==> config.mk <==
export PLATFORM = sky130hd
export DESIGN_NAME = cooperative_thread_scheduler_core
export DESIGN_NICKNAME = d
export VERILOG_FILES = /design/src/rtl/cts_pkg.sv /design/src/rtl/cooperative_thread_scheduler_core.sv /design/src/rtl/cts_ctrl.sv /design/src/rtl/cts_datapath.sv
export SDC_FILE = /design/constraint.sdc
export NUM_CORES = 1
export LEC_CHECK = 0
export ABC_AREA = 1
export BUFFER_PORTS_ARGS = -buffer_cell sky130_fd_sc_hd__buf_2
export CAP_MARGIN = 20
export CELL_PAD_IN_SITES_DETAIL_PLACEMENT = 1
export CELL_PAD_IN_SITES_GLOBAL_PLACEMENT = 1
export CORE_MARGIN = 2
export CORE_UTILIZATION = 55
export DETAILED_ROUTE_END_ITERATION = 8
export PLACE_DENSITY = 0.87
export SETUP_SLACK_MARGIN = 0.05
export SYNTH_ARGS = -nofsm -noshare
export SYNTH_HDL_FRONTEND = slang
export SYNTH_SLANG_ARGS = --single-unit
export TNS_END_PERCENT = 50
==> constraint.sdc <==
create_clock -name i_clk -period 17 [get_ports i_clk]
set_input_delay 3.4 -clock i_clk [delete_from_list [all_inputs] [get_ports i_clk]]
set_output_delay 3.4 -clock i_clk [all_outputs]
set_load 0.02 [all_outputs]
==> src/rtl/cts_pkg.sv <==
`timescale 1ns / 1ps
`default_nettype none
package cts_pkg;

    // default slot count
    localparam int DEF_SLOTS = 8;

    // request codes
    typedef enum logic [2:0] {
        REQ_SPAWN = 3'd0,
        REQ_YIELD = 3'd1,
        REQ_SCHED = 3'd2,
        REQ_EXIT  = 3'd3,
        REQ_GET   = 3'd4
    } t_req;

    // result status codes
    typedef enum logic [2:0] {
        ST_OK     = 3'd0,
        ST_FULL   = 3'd1,
        ST_RANGE  = 3'd2,
        ST_ABSENT = 3'd3,
        ST_HALT   = 3'd4
    } t_status;

    // return value source
    typedef enum logic [1:0] {
        RET_NEG,
        RET_OLD,
        RET_SCAN
    } t_ret_sel;

    // controller states
    typedef enum logic [2:0] {
        S_IDLE,
        S_DECODE,
        S_SPAWN,
        S_FIND,
        S_MOVE,
        S_FETCH,
        S_DISP
    } t_state;

    // controller to datapath
    typedef struct packed {
        logic     latch;
        logic     emit;
        t_status  st;
        t_ret_sel ret_sel;
        logic     disp;
        logic     spawn_init;
        logic     spawn_step;
        logic     spawn_commit;
        logic     find_init;
        logic     find_step;
        logic     sched_init;
        logic     move;
        logic     exit_pop;
        logic     fetch;
    } t_cmd;

    // datapath to controller
    typedef struct packed {
        logic       halted;
        logic [2:0] req;
        logic       tgt_oor;
        logic       tgt_valid;
        logic       tgt_is_run;
        logic       cnt_ge2;
        logic       cnt_one;
        logic       scan_free;
        logic       scan_last;
        logic       find_hit;
    } t_stat;

endpackage
`default_nettype wire

==> src/rtl/cooperative_thread_scheduler_core.sv <==
`timescale 1ns / 1ps
`default_nettype none
// get, errors and halted answers are emitted from the decode state
// spawn checks one slot per cycle in the free-slot walk
// yield: list walk, move, fetch; schedule: move, fetch unless one thread; exit: fetch
// one request at a time: busy stays high until the result beat is registered
// o_valid pulses one cycle per result; the receiver cannot stall
// synchronous active-low reset: slot 0 is the only live, running thread
module cooperative_thread_scheduler_core #(
    parameter int SLOTS = cts_pkg::DEF_SLOTS
) (
    input  wire logic               i_clk,
    input  wire logic               i_rst_n,
    input  wire logic               start,
    output logic                    busy,
    input  wire logic [2:0]         i_req_type,
    input  wire logic [3:0]         i_target,
    input  wire logic [31:0]        i_entry_addr_in,
    input  wire logic signed [31:0] i_entry_arg_in,
    output logic                    o_valid,
    output logic [2:0]              o_status,
    output logic signed [3:0]       o_ret_value,
    output logic [2:0]              o_running,
    output logic                    o_switched,
    output logic                    o_fresh_start,
    output logic [31:0]             o_entry_addr_out,
    output logic signed [31:0]      o_entry_arg_out
);

    cts_pkg::t_cmd  cmd;
    cts_pkg::t_stat stat;

    // request sequencer
    cts_ctrl u_ctrl (
        .i_clk   (i_clk),
        .i_rst_n (i_rst_n),
        .start   (start),
        .busy    (busy),
        .i_stat  (stat),
        .o_cmd   (cmd)
    );

    // slot table, ready list and result registers
    cts_datapath #(
        .SLOTS (SLOTS)
    ) u_datapath (
        .i_clk            (i_clk),
        .i_rst_n          (i_rst_n),
        .i_cmd            (cmd),
        .o_stat           (stat),
        .i_req_type       (i_req_type),
        .i_target         (i_target),
        .i_entry_addr_in  (i_entry_addr_in),
        .i_entry_arg_in   (i_entry_arg_in),
        .o_valid          (o_valid),
        .o_status         (o_status),
        .o_ret_value      (o_ret_value),
        .o_running        (o_running),
        .o_switched       (o_switched),
        .o_fresh_start    (o_fresh_start),
        .o_entry_addr_out (o_entry_addr_out),
        .o_entry_arg_out  (o_entry_arg_out)
    );

endmodule
`default_nettype wire

==> src/rtl/cts_ctrl.sv <==
`timescale 1ns / 1ps
`default_nettype none
module cts_ctrl (
    input  wire logic          i_clk,
    input  wire logic          i_rst_n,
    input  wire logic          start,
    output logic               busy,
    input  wire cts_pkg::t_stat i_stat,
    output cts_pkg::t_cmd      o_cmd
);

    cts_pkg::t_state r_state, n_state;

    // state register
    always_ff @(posedge i_clk) begin
        if (!i_rst_n) begin
            r_state <= cts_pkg::S_IDLE;
        end else begin
            r_state <= n_state;
        end
    end

    // next state and commands
    always_comb begin
        n_state = r_state;
        o_cmd   = '0;
        busy    = (r_state != cts_pkg::S_IDLE);
        case (r_state)
            cts_pkg::S_IDLE: begin
                if (start) begin
                    o_cmd.latch = 1'b1;
                    n_state     = cts_pkg::S_DECODE;
                end
            end
            cts_pkg::S_DECODE: begin
                n_state = cts_pkg::S_IDLE;
                if (i_stat.halted) begin
                    o_cmd.emit    = 1'b1;
                    o_cmd.st      = cts_pkg::ST_HALT;
                    o_cmd.ret_sel = cts_pkg::RET_NEG;
                end else begin
                    case (i_stat.req)
                        cts_pkg::REQ_SPAWN: begin
                            o_cmd.spawn_init = 1'b1;
                            n_state          = cts_pkg::S_SPAWN;
                        end
                        cts_pkg::REQ_YIELD: begin
                            if (i_stat.tgt_oor) begin
                                o_cmd.emit    = 1'b1;
                                o_cmd.st      = cts_pkg::ST_RANGE;
                                o_cmd.ret_sel = cts_pkg::RET_NEG;
                            end else if (!i_stat.tgt_valid) begin
                                o_cmd.emit    = 1'b1;
                                o_cmd.st      = cts_pkg::ST_ABSENT;
                                o_cmd.ret_sel = cts_pkg::RET_NEG;
                            end else if (i_stat.tgt_is_run) begin
                                o_cmd.emit    = 1'b1;
                                o_cmd.st      = cts_pkg::ST_OK;
                                o_cmd.ret_sel = cts_pkg::RET_OLD;
                            end else begin
                                o_cmd.find_init = 1'b1;
                                n_state         = cts_pkg::S_FIND;
                            end
                        end
                        cts_pkg::REQ_SCHED: begin
                            if (i_stat.cnt_ge2) begin
                                o_cmd.sched_init = 1'b1;
                                n_state          = cts_pkg::S_MOVE;
                            end else begin
                                o_cmd.emit    = 1'b1;
                                o_cmd.st      = cts_pkg::ST_OK;
                                o_cmd.ret_sel = cts_pkg::RET_OLD;
                            end
                        end
                        cts_pkg::REQ_EXIT: begin
                            o_cmd.exit_pop = 1'b1;
                            if (i_stat.cnt_one) begin
                                o_cmd.emit    = 1'b1;
                                o_cmd.st      = cts_pkg::ST_HALT;
                                o_cmd.ret_sel = cts_pkg::RET_NEG;
                            end else begin
                                n_state = cts_pkg::S_FETCH;
                            end
                        end
                        default: begin
                            o_cmd.emit    = 1'b1;
                            o_cmd.st      = cts_pkg::ST_OK;
                            o_cmd.ret_sel = cts_pkg::RET_OLD;
                        end
                    endcase
                end
            end
            // walk the slots for a free one
            cts_pkg::S_SPAWN: begin
                if (i_stat.scan_free) begin
                    o_cmd.spawn_commit = 1'b1;
                    o_cmd.emit         = 1'b1;
                    o_cmd.st           = cts_pkg::ST_OK;
                    o_cmd.ret_sel      = cts_pkg::RET_SCAN;
                    n_state            = cts_pkg::S_IDLE;
                end else if (i_stat.scan_last) begin
                    o_cmd.emit    = 1'b1;
                    o_cmd.st      = cts_pkg::ST_FULL;
                    o_cmd.ret_sel = cts_pkg::RET_NEG;
                    n_state       = cts_pkg::S_IDLE;
                end else begin
                    o_cmd.spawn_step = 1'b1;
                end
            end
            // walk the list for the target
            cts_pkg::S_FIND: begin
                if (i_stat.find_hit) begin
                    n_state = cts_pkg::S_MOVE;
                end else begin
                    o_cmd.find_step = 1'b1;
                end
            end
            cts_pkg::S_MOVE: begin
                o_cmd.move = 1'b1;
                n_state    = cts_pkg::S_FETCH;
            end
            cts_pkg::S_FETCH: begin
                o_cmd.fetch = 1'b1;
                n_state     = cts_pkg::S_DISP;
            end
            cts_pkg::S_DISP: begin
                o_cmd.emit    = 1'b1;
                o_cmd.st      = cts_pkg::ST_OK;
                o_cmd.ret_sel = cts_pkg::RET_OLD;
                o_cmd.disp    = 1'b1;
                n_state       = cts_pkg::S_IDLE;
            end
            default: begin
                n_state = cts_pkg::S_IDLE;
            end
        endcase
    end

endmodule
`default_nettype wire

==> src/rtl/cts_datapath.sv <==
`timescale 1ns / 1ps
`default_nettype none
module cts_datapath #(
    parameter int SLOTS = cts_pkg::DEF_SLOTS
) (
    input  wire logic               i_clk,
    input  wire logic               i_rst_n,
    input  wire cts_pkg::t_cmd      i_cmd,
    output cts_pkg::t_stat          o_stat,
    input  wire logic [2:0]         i_req_type,
    input  wire logic [3:0]         i_target,
    input  wire logic [31:0]        i_entry_addr_in,
    input  wire logic signed [31:0] i_entry_arg_in,
    output logic                    o_valid,
    output logic [2:0]              o_status,
    output logic signed [3:0]       o_ret_value,
    output logic [2:0]              o_running,
    output logic                    o_switched,
    output logic                    o_fresh_start,
    output logic [31:0]             o_entry_addr_out,
    output logic signed [31:0]      o_entry_arg_out
);

    localparam int IDW = $clog2(SLOTS);
    localparam int CW  = $clog2(SLOTS + 1);
    localparam logic [IDW-1:0] LAST_ID = IDW'(SLOTS - 1);

    // control state
    logic [SLOTS-1:0] r_valid, n_valid;
    logic [SLOTS-1:0] r_started, n_started;
    logic [IDW-1:0]   r_list [SLOTS];
    logic [IDW-1:0]   n_list [SLOTS];
    logic [CW-1:0]    r_count, n_count;
    logic [IDW-1:0]   r_run;
    logic [IDW-1:0]   r_cursor;
    logic             r_halted;
    logic             r_out_valid;

    // per request working registers
    logic [2:0]       r_req;
    logic [3:0]       r_tgt;
    logic [31:0]      r_addr_in;
    logic [31:0]      r_arg_in;
    logic [IDW-1:0]   r_old;
    logic [IDW-1:0]   r_dst;
    logic [IDW-1:0]   r_scan;
    logic [IDW-1:0]   r_steps;
    logic             r_fresh;
    logic [31:0]      r_rd_addr;
    logic [31:0]      r_rd_arg;

    // slot entry store
    logic [31:0]      r_mem_addr [SLOTS];
    logic [31:0]      r_mem_arg [SLOTS];

    logic [IDW-1:0]   scan_nxt;
    logic [IDW-1:0]   cursor_nxt;
    logic [IDW-1:0]   tgt_id;
    logic [3:0]       ret_val;

    assign scan_nxt   = (r_scan == LAST_ID) ? '0 : r_scan + IDW'(1);
    assign cursor_nxt = (r_cursor == LAST_ID) ? '0 : r_cursor + IDW'(1);
    assign tgt_id     = IDW'(r_tgt);

    // status to controller
    always_comb begin
        o_stat.halted     = r_halted;
        o_stat.req        = r_req;
        o_stat.tgt_oor    = (32'(r_tgt) >= SLOTS);
        o_stat.tgt_valid  = r_valid[tgt_id];
        o_stat.tgt_is_run = (tgt_id == r_run);
        o_stat.cnt_ge2    = (r_count >= CW'(2));
        o_stat.cnt_one    = (r_count == CW'(1));
        o_stat.scan_free  = !r_valid[r_scan];
        o_stat.scan_last  = (r_steps == LAST_ID);
        o_stat.find_hit   = (r_list[r_scan] == r_dst);
    end

    // next list, count and slot bits
    always_comb begin
        n_list    = r_list;
        n_count   = r_count;
        n_valid   = r_valid;
        n_started = r_started;
        if (i_cmd.move) begin
            for (int i = 0; i < SLOTS - 1; i++) begin
                if (i >= int'(r_scan)) begin
                    n_list[i] = r_list[i+1];
                end
            end
            n_list[IDW'(r_count - CW'(1))] = r_old;
            n_list[0] = r_dst;
        end
        if (i_cmd.exit_pop) begin
            for (int i = 0; i < SLOTS - 1; i++) begin
                n_list[i] = r_list[i+1];
            end
            n_list[SLOTS-1] = '0;
            n_count         = r_count - CW'(1);
            n_valid[r_run]  = 1'b0;
        end
        if (i_cmd.spawn_commit) begin
            if (r_count < CW'(SLOTS)) begin
                n_list[IDW'(r_count)] = r_scan;
                n_count = r_count + CW'(1);
            end
            n_valid[r_scan]   = 1'b1;
            n_started[r_scan] = 1'b0;
        end
        if (i_cmd.fetch) begin
            n_started[r_dst] = 1'b1;
        end
    end

    // return value select
    always_comb begin
        case (i_cmd.ret_sel)
            cts_pkg::RET_OLD:  ret_val = 4'(r_old);
            cts_pkg::RET_SCAN: ret_val = 4'(r_scan);
            default:           ret_val = 4'hF;
        endcase
    end

    // control registers
    always_ff @(posedge i_clk) begin
        if (!i_rst_n) begin
            r_valid     <= SLOTS'(1);
            r_started   <= SLOTS'(1);
            for (int i = 0; i < SLOTS; i++) begin
                r_list[i] <= '0;
            end
            r_count     <= CW'(1);
            r_run       <= '0;
            r_cursor    <= LAST_ID;
            r_halted    <= 1'b0;
            r_out_valid <= 1'b0;
        end else begin
            r_valid     <= n_valid;
            r_started   <= n_started;
            r_list      <= n_list;
            r_count     <= n_count;
            r_out_valid <= i_cmd.emit;
            if (i_cmd.spawn_commit) begin
                r_cursor <= r_scan;
            end
            if (i_cmd.exit_pop && r_count == CW'(1)) begin
                r_halted <= 1'b1;
            end
            if (i_cmd.fetch) begin
                r_run <= r_dst;
            end
        end
    end

    // working and result registers
    always_ff @(posedge i_clk) begin
        if (i_cmd.latch) begin
            r_req     <= i_req_type;
            r_tgt     <= i_target;
            r_addr_in <= i_entry_addr_in;
            r_arg_in  <= i_entry_arg_in;
            r_old     <= r_run;
        end
        if (i_cmd.spawn_init) begin
            r_scan  <= cursor_nxt;
            r_steps <= '0;
        end
        if (i_cmd.spawn_step) begin
            r_scan  <= scan_nxt;
            r_steps <= r_steps + IDW'(1);
        end
        if (i_cmd.find_init) begin
            r_scan <= IDW'(1);
            r_dst  <= tgt_id;
        end
        if (i_cmd.find_step) begin
            r_scan <= scan_nxt;
        end
        if (i_cmd.sched_init) begin
            r_scan <= IDW'(1);
            r_dst  <= r_list[1];
        end
        if (i_cmd.exit_pop) begin
            r_dst <= r_list[1];
        end
        if (i_cmd.fetch) begin
            r_fresh <= !r_started[r_dst];
        end
        if (i_cmd.emit) begin
            o_status         <= i_cmd.st;
            o_ret_value      <= ret_val;
            o_running        <= 3'(r_run);
            o_switched       <= i_cmd.disp;
            o_fresh_start    <= i_cmd.disp & r_fresh;
            o_entry_addr_out <= (i_cmd.disp && r_fresh) ? r_rd_addr : '0;
            o_entry_arg_out  <= (i_cmd.disp && r_fresh) ? r_rd_arg : '0;
        end
    end

    // slot entry store: write on spawn, read on fetch
    always_ff @(posedge i_clk) begin
        if (i_cmd.spawn_commit) begin
            r_mem_addr[r_scan] <= r_addr_in;
            r_mem_arg[r_scan]  <= r_arg_in;
        end
        if (i_cmd.fetch) begin
            r_rd_addr <= r_mem_addr[r_dst];
            r_rd_arg  <= r_mem_arg[r_dst];
        end
    end

    assign o_valid = r_out_valid;

endmodule
`default_nettype wire

# Word-level counts from Yosys, hierarchy flattened
# Memories as Yosys holds them, arrays and structs flattened. A register that Yosys moved wholly into a read port is not among the register bits.
# Cells that the tools add are included.
# op_classes
n_addsub	5
magnitude_cmp	22
n_eq_ne	20
n_mux	109
bitwise_logic	10
reduce_logical	15
# ops
op	count
$mux 3	38
$mux 24	4
$bwmux 24	2
$mux 6	8
$mux 1	34
$mux 8	4
$pmux 6 s4	1
$demux 3 s3	2
$eq 3x3->1 const B	6
$pmux 3 s6	1
$pmux 6 s3	1
$and 8x8->8	2
$ge 4x4->1 const B	4
$lt 3x4->1 const B	4
$not 8->8	2
$or 8x8->8	2
$eq 3x2->1 const B	4
$mux 4	3
$not 3->4	3
$pmux 3 s4	1
$add 3x1->3 const B	3
$bmux 1 s3	3
$bmux 3 s3	1
$demux 1 s3	3
other kinds (26)	45
# word_totals
regBits	215
ramBits	512
in_bits	74
out_inout_bits	78
wordCells	215
mem_count	2
# mem_list
name	words	word_bits	read_ports	rd_clocked_by_memory_dff	write_ports	line_no	text
u_datapath.r_mem_addr	8	32	1	1	1	cts_datapath.sv:53	logic [31:0] r_mem_addr [SLOTS];
u_datapath.r_mem_arg	8	32	1	1	1	cts_datapath.sv:54	logic [31:0] r_mem_arg [SLOTS];

# Longest topological paths before layout
# depth
ltp_word	12
ltp_mapped	17
mapped_depth_nobuf	16

# Modules after synthesis
# A second synthesis with hierarchy kept.
# hier_totals
cells_unflattened	2368
area_unflattened_um2	30949.7
# by_module_without_submodules
mod	instances	cells_per_inst	area_each_um2	seq_area_each_um2
cts_datapath	1	2281	30498.0	23112.2
cts_ctrl	1	87	451.7	60.1

# Worst setup path after synthesis
# OpenSTA, ideal clock, no wires.
# synth_path
path_kind	input to register
from	in start
to	reg u_datapath.r_addr_in[0], enable pin
setup_ns	0.507
t_arrival_ns	6.518
required_time_ns	16.493
slack_ns	9.975
cell_stages	2
path_buffers	0
path_cell_list	inv_1 nor2_1
# synth_lines
item	line_no	text
start, declared	cooperative_thread_scheduler_core.sv:14	input wire logic start,
end signal, assigned	cts_datapath.sv:160	r_addr_in <= i_entry_addr_in;
end, declared	cts_datapath.sv:42	logic [31:0] r_addr_in;

# Worst setup path in the final report
# layout_path
from	reg u_ctrl.r_state[1]
to	out busy
# layout_between
elab_chain_cells	1
# layout_rtl
item	line_no	text
start, declared	cts_ctrl.sv:12	cts_pkg::t_state r_state, n_state;
start signal, assigned	cts_ctrl.sv:17	r_state <= cts_pkg::S_IDLE;
start signal, assigned	cts_ctrl.sv:19	r_state <= n_state;
$reduce_bool 3->1	cts_ctrl.sv:27	busy = (r_state != cts_pkg::S_IDLE);
end, declared	cooperative_thread_scheduler_core.sv:15	output logic busy,
# No other way between the ends.

==> results_dict.tcl <==
set metrics [dict create \
    cts.sinks 791 \
    synthesis.area_per_instance_sq_um 13.4 \
    grt_antenna_before_repair 0 \
    synth_top_area_cell "edfxtp_1" \
    synthCells 2289 \
    area_fraction_in_compound_gates_after_synthesis_pct 12.1 \
    maximum_number_of_pins_on_one_net_before_global_route_repair 263 \
    total_switching_power_w 0.000969 \
    synth_adder_area_share_pct 0.529 \
    muxShareOfSynthArea_pct 0 \
    cts_repair_resize_count 0 \
    grt_util_all_layers_pct 32.3 \
    finalCritPeriodShare_pct 30.8 \
    place_congestion 0.872 \
    drt_drc_violations_left 0 \
    total_number_of_vias 20600 \
    critical_path_class "reg -> out" \
    final_period_demand_of_the_worst_path_ns 5.24 \
    die-area_sq_um 57800 \
    global_route.overflow_total 0 \
    synthXorXnorAreaFrac_pct 0.114 \
    final_net_count 2517 \
    power.leakage_nw 12.0 \
    drive_gt1_share_pct 13.6 \
    clock.fmax_ghz 0.191 \
    slew_headroom_pct -3.87 \
    cts-root-to-sink-buffers 3 \
    syn_to_final_growth_pct 13.2 \
    worstMarginPinSlew_ns 1.56 \
    power_frac_comb_pct 5.4 \
    synth-seq-area-share_pct 75.4 \
    cts_setup_buffers 0 \
    cp_data_required_time_ns 13.60 \
    critPathLaunchType "flip-flop" \
    seq_power_share_pct 53.0 \
    power.ir.vdd_worst_mv 0.0873 \
    pwr-share-clk_pct 41.6 \
    final.setup_skew_ns 0.0271 \
    failed_checks "slew limit" \
    main_combinational_cell_family_by_area_after_synthesis "compound AO/OA/AOI/OAI gates" \
    detailed_place.area_sq_um 32200 \
    netSwitchingFraction_pct 23.1 \
    critical_path.endpoint_type "output port" \
    tritoncts "yes" \
    drt_iter0_markers 2534 \
    tritoncts.num_buffers 78 \
    setup_viol 0 \
    max_cap_violations 0 \
    finalMaxSlewViolations 81 \
    clockRootBuffer "clkbuf_16" \
    design_internal_power_w 0.00323 \
    run_status "complete, but fails checks" \
    yosys.area.top_type_share_pct 71.6 \
    fp.dieW_um 240 \
    worstPathArrival_ns 1.84 \
    clkTransAtPathRegs_ns 0.07 \
    final.setup.tns_ns 0 \
    grt_setup_unrepaired "no" \
    avgViaCountPerCell 6.37 \
    synth.yosys.warnings 0 \
    grt_first_pass_wirelength_mm 137 \
    detail_route.first_pass.iterations 6 \
    hpwlAfterDp_mm 48.5 \
    cts_htree_levels 3 \
    ys_seq_elements 791 \
    design_area_sq_um 34800 \
    routed_wirelength_mm 92.6 \
    synth_area_sq_um 30700 \
    synth.lib_cells_used.distinct 46 \
    port_buffers 151 \
    antennaDiodeCount 0 \
    cts_hold_buf 0 \
    timing.final.hold_violations 0 \
    initial_utilization_pct 55.7 \
    hp-class "reg -> reg" \
    drt.antenna.violating_nets 0 \
    clk-insertion-delay-late_ns 0.63 \
    ratio_of_total_power_to_cell_area_nw_per_um2 121 \
    cp_max_fo 4 \
    first_global_vias 22200 \
    io_pins 152 \
    synth_nets 2376 \
    routedWlPerCell_um 28.6 \
    floorplan.core_area_sq_um 55200 \
    floorplan.rows 86 \
    top_area_cells_in_the_synthesized_netlist "edfxtp_1 72%, o21ai_0 4.8%, nor2_1 4.0%" \
    synth_simple_gate_area_share_pct 8.15 \
    dieHeight_um 240 \
]
==> registers in the layout, indices dropped and copies added, names as in the netlist, 4 cells and up <==
name                         flops
u_datapath.r_valid               8
u_datapath.r_addr_in            32
u_datapath.o_entry_arg_out      32
u_datapath.r_rd_addr            32
u_datapath.r_list               24
u_datapath.r_mem_arg           256
u_datapath.r_count               4
u_datapath.r_mem_addr          256
u_datapath.r_started             8
u_datapath.r_arg_in             32
u_datapath.o_entry_addr_out     32
u_datapath.o_ret_value           4
u_datapath.r_rd_arg             32
u_datapath.r_tgt                 4
==> per-layer routing <==
layer / up-vias / share of wire (%) / GRT usage [%]
met5: - / 0 / 0
met4: 0 / 4.7 / 17.8
met3: 338 / 7.6 / 5.30
met2: 1321 / 51 / 55.3
met1: 10400 / 37 / 39.2
li1: 8598 / - / -
==> layout by cell type, fill, tap and decap left out, types with 6 or more instances in the layout <==
master / instances
nor3_1: 11
buf_4: 23
buf_2: 151
nand2_4: 6
nand2_1: 171
clkinv_1: 22
ha_1: 13
nor2_1: 317
a22oi_1: 7
o22ai_1: 16
clkbuf_1: 17
o2111ai_1: 63
o21a_1: 126
edfxtp_1: 733
nor2_4: 14
o21ai_0: 294
dfxtp_1: 58
a31oi_1: 7
nand3_1: 50
inv_2: 14
o41ai_1: 8
clkbuf_16: 82
inv_1: 152
a21oi_1: 50
nand4_1: 10
bufinv_16: 7
a211oi_1: 6
clkinv_2: 10
==> synthesized netlist by cell type, drive strengths merged <==
cell and number:
edfxtp 733, nor3 16, nand3 52, o21ai 298, a21oi 54, nor2 337
o211ai 6, buf 48, xnor2 4, a221o 3, o221ai 3, a22o 1
a211oi 6, nand3b 2, a22oi 7, dfxtp 58, clkbuf 67, nand4 10
nand2 181, o41ai 8, o22ai 16, inv 169, ha 13, clkinv 1
a31oi 7, o21a 126, o2111ai 63
==> stage by stage <==
stage	setup slack, ns	power, W	cells	hold WS [ns]	utilization, %
6_report	11.76	0.00420	3239	0.475	63.0
5_1_grt	11.71	0.00428	3239	0.494	63.0
4_1_cts	11.78	0.00420	3238	0.473	62.9
3_5_place_dp	11.40	0.00248	3097	0.454	58.4
3_3_place_gp	11.50	0.00245	3097	0.448	58.4
2_1_floorplan	9.97	0.00238	2289	0.425	-
==> final cells by class <==
class                      count  area [sq um]
inverter                     170           648
sequential                   791         23200
multi-input combinational   1213          6520
timing repair buffer         176           976
tap                          748           936
clock inverter                40           375
clock buffer                 101          2140
fill                        5227         20400
==> worst max-delay path, stage by stage (launching register included) <==
cell	delay (ns)
dfxtp_1	0.46
inv_2	0.11
nand2_1	0.20
nor2_1	0.10
inv_1	0.15
buf_2	0.19
==> worst paths after layout <==
kind | startpoint | to | slack (ns) | cells past startpoint
setup reg to reg | u_datapath.r_scan[2] | u_datapath.r_mem_arg[6][11] | 12.82 | 7
setup / recovery | u_ctrl.r_state[1] | busy | 11.76 | 5
hold / removal | u_datapath.r_started[6] | u_datapath.r_started[6] | 0.48 | 2
hold reg to reg | u_datapath.r_started[6] | u_datapath.r_started[6] | 0.48 | 2
==> cell families (layout without fill, tap and decap cells) <==
logic type | Yosys count | in the layout
and+or+nand+nor | 598 | 598
adders and majority gates | 13 | 13
DFF | 791 | 791
buffers and inverters | 285 | 487
xor gates and xnor gates | 4 | 4
AOI/OAI and AO/OA | 598 | 598
==> power by group through the flow <==
stage               clock (W)  combinational [W]  sequential [W]
finish                0.00174           0.000225         0.00222
global route          0.00182           0.000237         0.00223
CTS                   0.00175           0.000220         0.00222
detailed placement          0           0.000214         0.00226
global placement            0           0.000201         0.00225
floorplan                   0           0.000114         0.00226
Power figures use the tool's default switching activity.
